--- src/sv/buffered_uart_channel_fifos_defines.svh ---
// ============================================================================
// Assertion macros for the buffered UART channel FIFOs
// Short forms of the concurrent assertions used in the RTL. Each use expects
// clk and rst_n to be visible in the enclosing module.
// ============================================================================
`ifndef BUFFERED_UART_CHANNEL_FIFOS_DEFINES_SVH
`define BUFFERED_UART_CHANNEL_FIFOS_DEFINES_SVH

// A condition that must hold at every clock edge outside reset.
`define BUC_ASSERT(name, cond, msg) \
    name: assert property (@(posedge clk) disable iff (!rst_n) (cond)) \
        else $error(msg);

// A condition that, once seen, must be followed by another in the next cycle.
`define BUC_ASSERT_NEXT(name, pre, post, msg) \
    name: assert property (@(posedge clk) disable iff (!rst_n) (pre) |=> (post)) \
        else $error(msg);

`endif

--- src/sv/buc_pkg.sv ---
// ============================================================================
// Buffered UART channel FIFOs package
// Depths, field widths, event codes and the result record shared by the
// interfaces, the controller and the top level.
// ============================================================================
package buc_pkg;

    localparam int RX_DEPTH = 64;
    localparam int TX_DEPTH = 64;
    localparam int RX_AW    = $clog2(RX_DEPTH);
    localparam int TX_AW    = $clog2(TX_DEPTH);

    localparam int KIND_W  = 3;
    localparam int BYTE_W  = 8;
    localparam int LEVEL_W = 6;
    localparam int LOST_W  = 16;

    // Wide enough for any fill count and for the largest reportable level.
    localparam int CNT_W = ((RX_AW > TX_AW) ? ((RX_AW > LEVEL_W) ? RX_AW : LEVEL_W)
                                            : ((TX_AW > LEVEL_W) ? TX_AW : LEVEL_W)) + 1;

    localparam logic [LEVEL_W-1:0] LEVEL_MAX = '1;
    localparam logic [LOST_W-1:0]  LOST_MAX  = '1;

    typedef enum logic [KIND_W-1:0] {
        KIND_LINE_IN     = 3'd0,
        KIND_HOST_READ   = 3'd1,
        KIND_HOST_WRITE  = 3'd2,
        KIND_LINE_READY  = 3'd3,
        KIND_RESET_COUNT = 3'd4
    } kind_t;

    typedef struct packed {
        logic               popped;
        logic               from_tx;
        logic               accepted;
        logic [LEVEL_W-1:0] rx_readable;
        logic [LEVEL_W-1:0] tx_writable;
        logic [LOST_W-1:0]  lost_count;
    } res_t;

    function automatic logic [LEVEL_W-1:0] sat_level(input logic [CNT_W-1:0] v);
        return (v > CNT_W'(LEVEL_MAX)) ? LEVEL_MAX : v[LEVEL_W-1:0];
    endfunction

endpackage

--- src/sv/buc_req_if.sv ---
// ============================================================================
// Event channel
// Valid/ready channel that carries one event item into the block.
// ============================================================================
interface buc_req_if;
    import buc_pkg::*;

    logic              valid;
    logic              ready;
    logic [KIND_W-1:0] kind;
    logic [BYTE_W-1:0] data_byte;

    modport source (output valid, kind, data_byte, input ready);
    modport sink   (input valid, kind, data_byte, output ready);
endinterface

--- src/sv/buc_rsp_if.sv ---
// ============================================================================
// Result channel
// Valid/ready channel that carries one result item out of the block.
// ============================================================================
interface buc_rsp_if;
    import buc_pkg::*;

    logic               valid;
    logic               ready;
    logic [BYTE_W-1:0]  out_byte;
    logic               out_valid;
    logic               accepted;
    logic [LEVEL_W-1:0] rx_readable;
    logic [LEVEL_W-1:0] tx_writable;
    logic [LOST_W-1:0]  lost_count;

    modport source (output valid, out_byte, out_valid, accepted, rx_readable,
                    tx_writable, lost_count, input ready);
    modport sink   (input valid, out_byte, out_valid, accepted, rx_readable,
                    tx_writable, lost_count, output ready);
endinterface

--- src/sv/buc_ram.sv ---
// ============================================================================
// Ring storage
// Simple dual-port RAM: one write port and one read port with registered
// read data that holds until the next read.
// ============================================================================
module buc_ram #(
    parameter int DEPTH = 64,
    parameter int WIDTH = 8
) (
    input  logic                     clk,
    input  logic                     we,
    input  logic [$clog2(DEPTH)-1:0] waddr,
    input  logic [WIDTH-1:0]         wdata,
    input  logic                     re,
    input  logic [$clog2(DEPTH)-1:0] raddr,
    output logic [WIDTH-1:0]         rdata
);

    logic [WIDTH-1:0] mem [DEPTH];
    logic [WIDTH-1:0] rdata_reg;

    always_ff @(posedge clk)
    begin
        if (we)
        begin
            mem[waddr] <= wdata;
        end
    end

    always_ff @(posedge clk)
    begin
        if (re)
        begin
            rdata_reg <= mem[raddr];
        end
    end

    assign rdata = rdata_reg;

endmodule

--- src/sv/buc_ctrl.sv ---
// ============================================================================
// Ring controller
// Decodes each event, moves the ring pointers and fill counts, keeps the
// lost-byte counter and holds the result record until it is taken.
// ============================================================================
`include "buffered_uart_channel_fifos_defines.svh"

module buc_ctrl (
    input  logic                     clk,
    input  logic                     rst_n,
    input  logic                     in_valid,
    output logic                     in_ready,
    input  logic [buc_pkg::KIND_W-1:0] kind,
    input  logic [buc_pkg::BYTE_W-1:0] data_byte,
    output logic                     res_valid,
    input  logic                     res_ready,
    output buc_pkg::res_t            res,
    output logic                     rx_we,
    output logic [buc_pkg::RX_AW-1:0] rx_waddr,
    output logic [buc_pkg::BYTE_W-1:0] wdata,
    output logic                     rx_re,
    output logic [buc_pkg::RX_AW-1:0] rx_raddr,
    output logic                     tx_we,
    output logic [buc_pkg::TX_AW-1:0] tx_waddr,
    output logic                     tx_re,
    output logic [buc_pkg::TX_AW-1:0] tx_raddr
);
    import buc_pkg::*;

    localparam logic [RX_AW-1:0] RX_LAST = RX_AW'(RX_DEPTH - 1);
    localparam logic [TX_AW-1:0] TX_LAST = TX_AW'(TX_DEPTH - 1);

    logic [RX_AW-1:0]  rx_put_reg, rx_put_next;
    logic [RX_AW-1:0]  rx_take_reg, rx_take_next;
    logic [RX_AW-1:0]  rx_count_reg, rx_count_next;
    logic [TX_AW-1:0]  tx_put_reg, tx_put_next;
    logic [TX_AW-1:0]  tx_take_reg, tx_take_next;
    logic [TX_AW-1:0]  tx_count_reg, tx_count_next;
    logic [LOST_W-1:0] lost_reg, lost_next;
    logic              res_valid_reg, res_valid_next;
    res_t              res_reg, res_next;
    logic              in_fire;
    kind_t             kind_code;
    logic              popped, from_tx, acc;

    assign kind_code = kind_t'(kind);

    // The result register frees up in the same cycle that its item is taken.
    assign in_ready = !res_valid_reg || res_ready;
    assign in_fire  = in_valid && in_ready;

    assign rx_waddr = rx_put_reg;
    assign rx_raddr = rx_take_reg;
    assign tx_waddr = tx_put_reg;
    assign tx_raddr = tx_take_reg;
    assign wdata    = data_byte;

    always_comb
    begin
        rx_put_next   = rx_put_reg;
        rx_take_next  = rx_take_reg;
        rx_count_next = rx_count_reg;
        tx_put_next   = tx_put_reg;
        tx_take_next  = tx_take_reg;
        tx_count_next = tx_count_reg;
        lost_next     = lost_reg;
        rx_we         = 1'b0;
        rx_re         = 1'b0;
        tx_we         = 1'b0;
        tx_re         = 1'b0;
        popped        = 1'b0;
        from_tx       = 1'b0;
        acc           = 1'b0;
        if (in_fire)
        begin
            unique case (kind_code)
                KIND_LINE_IN:
                begin
                    if (rx_count_reg == RX_LAST)
                    begin
                        if (lost_reg != LOST_MAX)
                        begin
                            lost_next = lost_reg + 1'b1;
                        end
                    end
                    else
                    begin
                        rx_we         = 1'b1;
                        rx_put_next   = (rx_put_reg == RX_LAST) ? '0 : rx_put_reg + 1'b1;
                        rx_count_next = rx_count_reg + 1'b1;
                        acc           = 1'b1;
                    end
                end
                KIND_HOST_READ:
                begin
                    if (rx_count_reg != '0)
                    begin
                        rx_re         = 1'b1;
                        rx_take_next  = (rx_take_reg == RX_LAST) ? '0 : rx_take_reg + 1'b1;
                        rx_count_next = rx_count_reg - 1'b1;
                        popped        = 1'b1;
                    end
                end
                KIND_HOST_WRITE:
                begin
                    if (tx_count_reg != TX_LAST)
                    begin
                        tx_we         = 1'b1;
                        tx_put_next   = (tx_put_reg == TX_LAST) ? '0 : tx_put_reg + 1'b1;
                        tx_count_next = tx_count_reg + 1'b1;
                        acc           = 1'b1;
                    end
                end
                KIND_LINE_READY:
                begin
                    if (tx_count_reg != '0)
                    begin
                        tx_re         = 1'b1;
                        tx_take_next  = (tx_take_reg == TX_LAST) ? '0 : tx_take_reg + 1'b1;
                        tx_count_next = tx_count_reg - 1'b1;
                        popped        = 1'b1;
                        from_tx       = 1'b1;
                    end
                end
                KIND_RESET_COUNT:
                begin
                    lost_next = '0;
                end
                default:
                begin
                end
            endcase
        end
    end

    always_comb
    begin
        res_next.popped      = popped;
        res_next.from_tx     = from_tx;
        res_next.accepted    = acc;
        res_next.rx_readable = sat_level(CNT_W'(rx_count_next));
        res_next.tx_writable = sat_level(CNT_W'(TX_LAST - tx_count_next));
        res_next.lost_count  = lost_next;
    end

    always_comb
    begin
        if (in_fire)
        begin
            res_valid_next = 1'b1;
        end
        else if (res_ready)
        begin
            res_valid_next = 1'b0;
        end
        else
        begin
            res_valid_next = res_valid_reg;
        end
    end

    always_ff @(posedge clk or negedge rst_n)
    begin
        if (!rst_n)
        begin
            rx_put_reg    <= '0;
            rx_take_reg   <= '0;
            rx_count_reg  <= '0;
            tx_put_reg    <= '0;
            tx_take_reg   <= '0;
            tx_count_reg  <= '0;
            lost_reg      <= '0;
            res_valid_reg <= 1'b0;
        end
        else
        begin
            rx_put_reg    <= rx_put_next;
            rx_take_reg   <= rx_take_next;
            rx_count_reg  <= rx_count_next;
            tx_put_reg    <= tx_put_next;
            tx_take_reg   <= tx_take_next;
            tx_count_reg  <= tx_count_next;
            lost_reg      <= lost_next;
            res_valid_reg <= res_valid_next;
        end
    end

    always_ff @(posedge clk)
    begin
        if (in_fire)
        begin
            res_reg <= res_next;
        end
    end

    assign res_valid = res_valid_reg;
    assign res       = res_reg;

    // The fill counts must always agree with the distance between the pointers.
    `BUC_ASSERT(a_rx_count_gap, (int'(rx_put_reg) - int'(rx_take_reg) + ((rx_put_reg >= rx_take_reg) ? 0 : RX_DEPTH)) == int'(rx_count_reg), "rx fill count disagrees with pointers")
    `BUC_ASSERT(a_tx_count_gap, (int'(tx_put_reg) - int'(tx_take_reg) + ((tx_put_reg >= tx_take_reg) ? 0 : TX_DEPTH)) == int'(tx_count_reg), "tx fill count disagrees with pointers")
    `BUC_ASSERT(a_rx_bound, rx_count_reg <= RX_LAST, "rx ring holds more than its capacity")
    `BUC_ASSERT(a_tx_bound, tx_count_reg <= TX_LAST, "tx ring holds more than its capacity")
    `BUC_ASSERT_NEXT(a_lost_sticky, lost_reg == LOST_MAX && !(in_fire && kind_code == KIND_RESET_COUNT), lost_reg == LOST_MAX, "lost counter left saturation without a clear")

endmodule

--- src/sv/buffered_uart_channel_fifos.sv ---
// ============================================================================
// Buffered UART channel FIFOs
// Receive and transmit ring buffers of a UART channel with lost-byte count.
// ============================================================================
// Usage:
// Events arrive on the req channel (kind, data_byte) and each one answers with
// exactly one item on the rsp channel: a popped byte with out_valid, the
// accepted flag for pushes, the receive fill, the transmit free space and the
// saturating lost-byte count. Each ring holds its depth minus one bytes.
// The result is registered: an accepted item shows its result from the next
// cycle on. One item is taken every cycle while the receiver takes each
// result; the limit is the single write and single read port of each ring
// memory, and the pointer update that every event needs before the next one.
// While the receiver stalls the result is held, and req.ready stays low until
// the cycle in which the waiting result is taken.
// Reset clears the pointers, fill counts, lost-byte count and the result
// valid flag. The ring memories are not cleared; a pop only reads slots that
// an earlier push has written, so no clearing pass is needed.
// ============================================================================
module buffered_uart_channel_fifos (
    input logic        clk,
    input logic        rst_n,
    buc_req_if.sink    req,
    buc_rsp_if.source  rsp
);
    import buc_pkg::*;

    res_t              res;
    logic              res_valid;
    logic              rx_we, rx_re, tx_we, tx_re;
    logic [RX_AW-1:0]  rx_waddr, rx_raddr;
    logic [TX_AW-1:0]  tx_waddr, tx_raddr;
    logic [BYTE_W-1:0] wdata, rx_rdata, tx_rdata;

    buc_ctrl u_ctrl (
        .clk       (clk),
        .rst_n     (rst_n),
        .in_valid  (req.valid),
        .in_ready  (req.ready),
        .kind      (req.kind),
        .data_byte (req.data_byte),
        .res_valid (res_valid),
        .res_ready (rsp.ready),
        .res       (res),
        .rx_we     (rx_we),
        .rx_waddr  (rx_waddr),
        .wdata     (wdata),
        .rx_re     (rx_re),
        .rx_raddr  (rx_raddr),
        .tx_we     (tx_we),
        .tx_waddr  (tx_waddr),
        .tx_re     (tx_re),
        .tx_raddr  (tx_raddr)
    );

    buc_ram #(.DEPTH(RX_DEPTH), .WIDTH(BYTE_W)) u_rx_ram (
        .clk   (clk),
        .we    (rx_we),
        .waddr (rx_waddr),
        .wdata (wdata),
        .re    (rx_re),
        .raddr (rx_raddr),
        .rdata (rx_rdata)
    );

    buc_ram #(.DEPTH(TX_DEPTH), .WIDTH(BYTE_W)) u_tx_ram (
        .clk   (clk),
        .we    (tx_we),
        .waddr (tx_waddr),
        .wdata (wdata),
        .re    (tx_re),
        .raddr (tx_raddr),
        .rdata (tx_rdata)
    );

    // The read data registers hold their byte for as long as the result waits.
    assign rsp.valid       = res_valid;
    assign rsp.out_byte    = res.popped ? (res.from_tx ? tx_rdata : rx_rdata) : '0;
    assign rsp.out_valid   = res.popped;
    assign rsp.accepted    = res.accepted;
    assign rsp.rx_readable = res.rx_readable;
    assign rsp.tx_writable = res.tx_writable;
    assign rsp.lost_count  = res.lost_count;

endmodule
--- src/flat_wrapper.sv ---
// flat-port wrapper written by rule: the top's interface ports become plain ports
module buffered_uart_channel_fifos_flat import buc_pkg::*;
  (clk, rst_n, req_valid, req_kind, req_data_byte, req_ready, rsp_valid, rsp_out_byte, rsp_out_valid, rsp_accepted, rsp_rx_readable, rsp_tx_writable, rsp_lost_count, rsp_ready);
  buc_req_if req_i ();
  buc_rsp_if rsp_i ();
  input logic clk;
  input logic rst_n;
  input wire logic [$bits(req_i.valid)-1:0] req_valid;
  input wire logic [$bits(req_i.kind)-1:0] req_kind;
  input wire logic [$bits(req_i.data_byte)-1:0] req_data_byte;
  output wire logic [$bits(req_i.ready)-1:0] req_ready;
  output wire logic [$bits(rsp_i.valid)-1:0] rsp_valid;
  output wire logic [$bits(rsp_i.out_byte)-1:0] rsp_out_byte;
  output wire logic [$bits(rsp_i.out_valid)-1:0] rsp_out_valid;
  output wire logic [$bits(rsp_i.accepted)-1:0] rsp_accepted;
  output wire logic [$bits(rsp_i.rx_readable)-1:0] rsp_rx_readable;
  output wire logic [$bits(rsp_i.tx_writable)-1:0] rsp_tx_writable;
  output wire logic [$bits(rsp_i.lost_count)-1:0] rsp_lost_count;
  input wire logic [$bits(rsp_i.ready)-1:0] rsp_ready;
  assign req_i.valid = req_valid;
  assign req_i.kind = req_kind;
  assign req_i.data_byte = req_data_byte;
  assign req_ready = req_i.ready;
  assign rsp_valid = rsp_i.valid;
  assign rsp_out_byte = rsp_i.out_byte;
  assign rsp_out_valid = rsp_i.out_valid;
  assign rsp_accepted = rsp_i.accepted;
  assign rsp_rx_readable = rsp_i.rx_readable;
  assign rsp_tx_writable = rsp_i.tx_writable;
  assign rsp_lost_count = rsp_i.lost_count;
  assign rsp_i.ready = rsp_ready;
  buffered_uart_channel_fifos u_core (.clk(clk), .rst_n(rst_n), .req(req_i), .rsp(rsp_i));
endmodule
--- config.mk ---
export PLATFORM = sky130hd
export DESIGN_NAME = buffered_uart_channel_fifos_flat
export DESIGN_NICKNAME = d
export VERILOG_FILES = /design/src/sv/buc_pkg.sv /design/src/sv/buc_req_if.sv /design/src/sv/buc_rsp_if.sv /design/src/sv/buc_ram.sv /design/src/sv/buc_ctrl.sv /design/src/sv/buffered_uart_channel_fifos.sv /design/src/flat_wrapper.sv
export VERILOG_INCLUDE_DIRS = /design/src /design/src/sv
export SDC_FILE = /design/constraint.sdc
export NUM_CORES = 1
export LEC_CHECK = 0
export ABC_AREA = 1
export BUFFER_PORTS_ARGS = -buffer_cell sky130_fd_sc_hd__buf_2
export CAP_MARGIN = 20
export CORE_ASPECT_RATIO = 2
export CORE_MARGIN = 2
export CORE_UTILIZATION = 50
export CTS_CLUSTER_SIZE = 8
export DETAILED_ROUTE_END_ITERATION = 8
export GPL_TIMING_DRIVEN = 0
export PLACE_DENSITY = 0.65
export SETUP_SLACK_MARGIN = 0.2
export SYNTH_ARGS = -nofsm -noshare
export SYNTH_HDL_FRONTEND = slang
export SYNTH_HIERARCHICAL = 1
export SYNTH_SLANG_ARGS = --single-unit
--- constraint.sdc ---
create_clock -name clk -period 4.4 [get_ports clk]
set_input_delay 0.44 -clock clk [delete_from_list [all_inputs] [get_ports clk]]
set_output_delay 0.44 -clock clk [all_outputs]
set_load 0.02 [all_outputs]
# Word level (Yosys, flattened, before mapping)
# Memory sizes are Yosys's and may differ from the RTL's. A register that Yosys moved wholly into a read port is not among the register bits.
# Cells that the tools add are included.
[totals] reg_bits=84 in_bits=15 out_inout_bits=40 n_memories=2 wordCells=88 mem_bits_rw=1024
[mem_list] memory="u_core.u_rx_ram.mem" depth=64 word_bits=8 read_ports=1 rd_ports_with_merged_regs=1 wr=1 line_no="buc_ram.sv:19" rtl="logic [WIDTH-1:0] mem [DEPTH];"
[mem_list] memory="u_core.u_tx_ram.mem" depth=64 word_bits=8 read_ports=1 rd_ports_with_merged_regs=1 wr=1 line_no="buc_ram.sv:19"
[classes] magnitude_cmp=1 reduce_logical=11 addsub=10 n_mux=38 bitwise=1 eq_ne=11
[ops] operator="$mux 6" n=10
[ops] operator="$mux 16" n=3
[ops] operator="$add 6x1->6 const B" n=6
[ops] operator="$pmux 16 s2" n=1
[ops] operator="$eq 6x6->1 const B" n=5
[ops] operator="$pmux 6 s2" n=2
[ops] operator="$mux 1" n=18
[ops] operator="$add 16x1->16 const B" n=1
[ops] operator="$mux 8" n=2
[ops] operator="$ne 16x16->1 const B" n=1
[ops] operator="$reduce_and 3->1" n=4
[ops] operator="$reduce_bool 6->1" n=2
[ops] operator="$sub 6x1->6 const B" n=2
[ops] operator="$gt 7x6->1 const B" n=1
[ops] operator="$sub 6x6->7 const A" n=1
[ops] operator="$eq 3x2->1 const B" n=2
[ops] operator="$ne 6x6->1 const B" n=1
[ops] operator="$pmux 1 s2" n=2
[ops] operator="$eq 3x1->1 const B" n=1
[ops] operator="$eq 3x3->1 const B" n=1
[ops] operator="$logic_not 3->1" n=1
[ops] operator="$reduce_bool 2->1" n=1
[ops] operator="$logic_and 1x1->1" n=1
[ops] operator="$logic_not 1->1" n=1
[ops] operator="2 further kinds" n=2

# Longest topological paths before layout
[depth] word_depth=6 depth_mapped=12

# Hierarchy
# The synthesis kept the hierarchy.
[by_module_without_submodules] module="buc_ram" cells_per_inst=1805 instances=2 seq_area_each_um2=15615.0 area_per_inst_um2=21419.3
[by_module_without_submodules] module="buc_ctrl" cells_per_inst=504 instances=1 seq_area_each_um2=2257.2 area_per_inst_um2=4418.0
[by_module_without_submodules] module="buffered_uart_channel_fifos" cells_per_inst=43 instances=1 seq_area_each_um2=0.0 area_per_inst_um2=196.4

# Worst setup path after synthesis
# No wires, ideal clock.
[synth_timing] kind="register -> register" from="register u_core.u_ctrl.res_valid_reg (netlist: u_core/u_ctrl/res_valid)" to="memory u_core.u_tx_ram.mem[48][0], enable pin" t_required_ns=4.005 slack_ns=1.034 path_stages_with_launch=9 synth_period_minus_slack_ns=3.366 t_arrival_ns=2.971 setup_time_ns=0.395 cell_sequence="dfrtp_1 > nand2_2 > nand2_2 > inv_2 > nand3_2 > inv_2 > clkbuf_1 > nand4_1 > nor4_1"
[synth_via] elab_chain_cells=6
[synth_lines] element="start, declared" line_no="buc_ctrl.sv:40" rtl="logic res_valid_reg, res_valid_next;"
[synth_lines] element="start signal, assigned" line_no="buc_ctrl.sv:184" rtl="res_valid_reg <= res_valid_next;"
[synth_lines] element="$logic_not 1->1" line_no="buc_ctrl.sv:49" rtl="assign in_ready = !res_valid_reg || res_ready;"
[synth_lines] element="$logic_or 1x1->1" line_no="buc_ctrl.sv:49"
[synth_lines] element="net req_ready" line_no="flat_wrapper.sv:11" rtl="output wire logic [$bits(req_i.ready)-1:0] req_ready;"
[synth_lines] element="$logic_and 1x1->1" line_no="buc_ctrl.sv:50" rtl="assign in_fire = in_valid && in_ready;"
[synth_lines] element="net u_core.u_ctrl.in_fire" line_no="buc_ctrl.sv:42" rtl="logic in_fire;"
[synth_lines] element="$mux 1" line_no="buc_ctrl.sv:74" rtl="if (in_fire)"
[synth_lines] element="net u_core.tx_we" line_no="buffered_uart_channel_fifos.sv:30" rtl="logic rx_we, rx_re, tx_we, tx_re;"
[synth_lines] element="$mux 1" line_no="buc_ram.sv:24" rtl="if (we)"
[synth_lines] element="$mux 1 (not written as such)" line_no="buc_ram.sv:26" rtl="mem[waddr] <= wdata;"
[synth_lines] element="end, declared" line_no="buc_ram.sv:19"
# The timed path passes the listed nets, and every way through them passes these cells.

# Worst setup path in the final report
[layout_timing] from="register u_core.u_ctrl.res_valid_reg (netlist: u_core/u_ctrl/res_valid)" to="memory u_core.u_tx_ram.mem[46][0], enable pin"
[layout_via] elab_chain_cells=6
[layout_lines] element="$logic_not 1->1" line_no="buc_ctrl.sv:49"
[layout_lines] element="$logic_or 1x1->1" line_no="buc_ctrl.sv:49"
[layout_lines] element="$logic_and 1x1->1" line_no="buc_ctrl.sv:50"
[layout_lines] element="net u_core.u_ctrl.in_fire" line_no="buc_ctrl.sv:42"
[layout_lines] element="$mux 1" line_no="buc_ctrl.sv:74"
[layout_lines] element="net u_core.tx_we" line_no="buffered_uart_channel_fifos.sv:30"
[layout_lines] element="$mux 1" line_no="buc_ram.sv:24"
[layout_lines] element="$mux 1 (not written as such)" line_no="buc_ram.sv:26"
# The timed path passes the listed nets, and every way through them passes these cells.

==> impl_results.md <==
- RSZ-0062 raised after global routing: true
- Vias in the first global route: 32800
- Placed Cells: 5434
- Crit Path Category: reg -> reg
- Post-route ant nets: 0
- # setup viols final: 0
- R2R Setup Slk: 250 ps
- Max IR drop VDD: 529 uV
- Cts bufs inserted: 158
- Ys async rst share: 4.72%
- Slew Limit Fails: 0
- Starting Density: 50.5%
- Critical Path Slowest Stage Cell: nor2_1
- CP dominant cell by count: nand2_2
- Finished Cell Area: 54200 sq um
- R2r endpoint: u_core/u_tx_ram/mem[46][0]
- Die area: 97500 sq um
- PwrDens: 614 nW/um^2
- Initial antenna violation count: 1
- RR Startpoint: u_core/u_ctrl/res_valid
- Maximum number of pins on one net before global-route repair: 97
- Iter 0 DRT Violations: 2937
- Fin cells: 5658
- Ys Warns: 6
- Yosys top cell by area: edfxtp_1
- Syn_area_per_cell: 11.4 sq um
- Drt drc: 0
- Cells after synthesis: 4157
- Syn-to-layout area delta: 14.2%
- Final hold violations: 0
- Crit. End Element: flip-flop
- Most common cell in the netlist: nand2_1
- Max cap viols: 0
- Gr ovfl total: 0
- Clock Sinks: 1124
- Hold WC Path Type: in -> reg
- CP max stage delay: 950 ps
- Top post-synthesis cells by count: 1435 x nand2_1, 1071 x edfxtp_1, 923 x nand3_1
- Critical Path End: u_core/u_tx_ram/mem[46][0]
- Worst-skew pair later-pin latency: 780 ps
- Synth top area share: 67.8%
- Die W: 222 um
- First-pass GRT wire length: 214000 um
- Clock-pin slew on the worst setup and hold paths: 50 ps
- CTS Buffer Depth: 3
- GPL Wtd Cong: 1.00
- Layout Utilization: 57.7%
- Synthesized area: 47500 sq um
- Synth area leaders: edfxtp_1 68%, nand2_1 11%, nand3_1 9.7%, dfrtp_1 2.8%, buf_6 1.7%
- Crit path cell chain: nand2_2 -> nand2_2 -> clkinv_2 -> nand3_2 -> inv_2 -> clkbuf_1 -> nand4_1 -> nor2_1
- H-tree depth: 4
- Hpwl dp: 107000 um
- Share of layout cells above drive strength 1: 11.8%
- Status: finished clean
- Critical Path Start: u_core/u_ctrl/res_valid
- Leakage power: 20.1 nW
- Io pins: 55
- Core area: 93900 sq um
- Clock skew: 25.0 ps
- Slew HR: 23.7%
- Tcrit/Tclk final: 94.4%
- Max Clk Rate: 241 MHz
- #FFs+latches synth: 1124
- Post-route minimum period: 4150 ps
- Placed Area: 49700 sq um
- Drt pass-1 iters: 6
- Worst-margin pin slew: 1140 ps
- Post-synthesis sequential area ratio: 70.6%
- DR vias/cell: 5.81
- Die Ht: 440 um
- Drt wl/cell: 26.4 um
- Vias after detailed routing: 32900
- Post-Route WL: 150000 um
- GRT Total Usage: 30.9%
- Crit path launch type: flip-flop
- EDFF count, synth: 1071
- Worst-path fanout max: 37
- Post-layout nets: 4418
- Worst R2R Path Depth: 8
- Number of placement rows: 159
- Worst path required time: 4790 ps
- Critical path arrival: 4540 ps
- Hold path cells: 1
- Unique cell type count in the Yosys netlist: 40
- IO buf count: 46
- Syn Nets: 4183
- Main synth FF type: edfxtp_1
- Root Buffer: clkbuf_16
- TritonCTS clock tree: built
==> worst max-delay path, delay by kind of cell (launching register included) <==
family                 cells  cell delay (ps)
flip-flops                 1              380
AND/OR/NAND/NOR            5             2320
buffers and inverters      3             1070
==> per-stage QoR <==
step / setup slack [ps] / total power [mW] / setup TNS (ps) / hold slack [ps]
finish: 248 / 33.3 / 0 / 78.3
global route: 111 / 34.3 / 0 / 66.1
CTS: 85.7 / 33.2 / 0 / 40.8
detailed placement: -111 / 22.2 / -2790 / 511
global placement: -382 / 22.1 / -16120 / 511
floorplan: 1030 / 18.2 / 0 / 144
==> area by class of cell <==
| type | instances | area [sq um] |
|---|---|---|
| fill | 7752 | 39700 |
| tap | 1207 | 1510 |
| clock buffer | 211 | 4280 |
| sequential | 1124 | 33500 |
| clock inverter | 7 | 90.1 |
| buffer | 242 | 1770 |
| multi-input combinational | 2695 | 12000 |
| inverter | 96 | 374 |
| antenna | 1 | 2.50 |
| timing repair buffer | 75 | 627 |
==> routing by layer <==
layer	global-route usage [%]	up-vias	part of all wire, %
li1	-	14900	-
met1	27.7	16100	30
met2	57.3	1348	54
met3	5.32	547	5.1
met4	30.3	0	11
met5	0	-	0
==> power by group <==
group          switching (mW)  internal [mW]  leakage (nW)  total, mW
clock network            4.25           6.70          2.12       11.0
logic                    7.39           2.81          7.66       10.2
registers               0.166           11.9          10.3       12.1
==> cell families (layout without fill, tap and decap cells) <==
kind of cell	after synthesis	after routing	synth area share, %
AOI/OAI and AO/OA	51	51	0.599
xor gates and xnor gates	22	22	0.406
adders and majority gates	11	11	0.290
buffers and inverters	338	631	4.47
DFF	1124	1124	70.6
other	0	1	0
and+or+nand+nor	2611	2611	23.7
==> cell usage in the layout (no fill, tap or decap), types with 2 or more instances in the layout <==
cell	n
a21oi_1	12
buf_1	20
buf_16	8
buf_2	121
buf_4	49
buf_6	79
buf_8	7
clkbuf_1	78
clkbuf_16	164
dfrtp_1	53
dlygate4sd3_1	2
edfxtp_1	1071
ha_1	11
inv_1	80
inv_2	12
inv_6	7
nand2_1	1435
nand2_2	7
nand2_4	3
nand3_1	923
nand3b_1	3
nand4_1	31
nor2_1	137
nor2_2	38
nor2_4	5
nor3_1	4
nor4_2	16
o211ai_1	5
o21ai_0	23
o21ai_1	4
o21bai_1	4
or2_1	2
or2_2	2
xnor2_1	4
xor2_1	18
==> worst min-delay path by stage <==
stage                                         start                    endpoint
after global placement    u_core/u_ctrl/rx_waddr[2]   u_core/u_ctrl/rx_waddr[2]
after floorplan                               rst_n   u_core/u_ctrl/lost_reg[0]
after global routing               req_data_byte[0]  u_core/u_rx_ram/mem[21][0]
after detailed placement  u_core/u_ctrl/tx_waddr[2]   u_core/u_ctrl/tx_waddr[2]
final                              req_data_byte[0]  u_core/u_rx_ram/mem[20][0]
after CTS                                 req_valid     u_core/u_ctrl/res_valid
==> timing repair <==
| action | in CTS | in global routing |
|---|---|---|
| endpoints found under the setup margin | 104 | 340 |
| pin swaps | 0 | 1 |
| buffers inserted | 0 | 1 |
| hold buffers | 2 | 0 |
| gates resized for setup | 11 | 24 |
| hold endpoints to repair | 54 | 0 |
No activity file was read; power rests on OpenSTA's default activity.
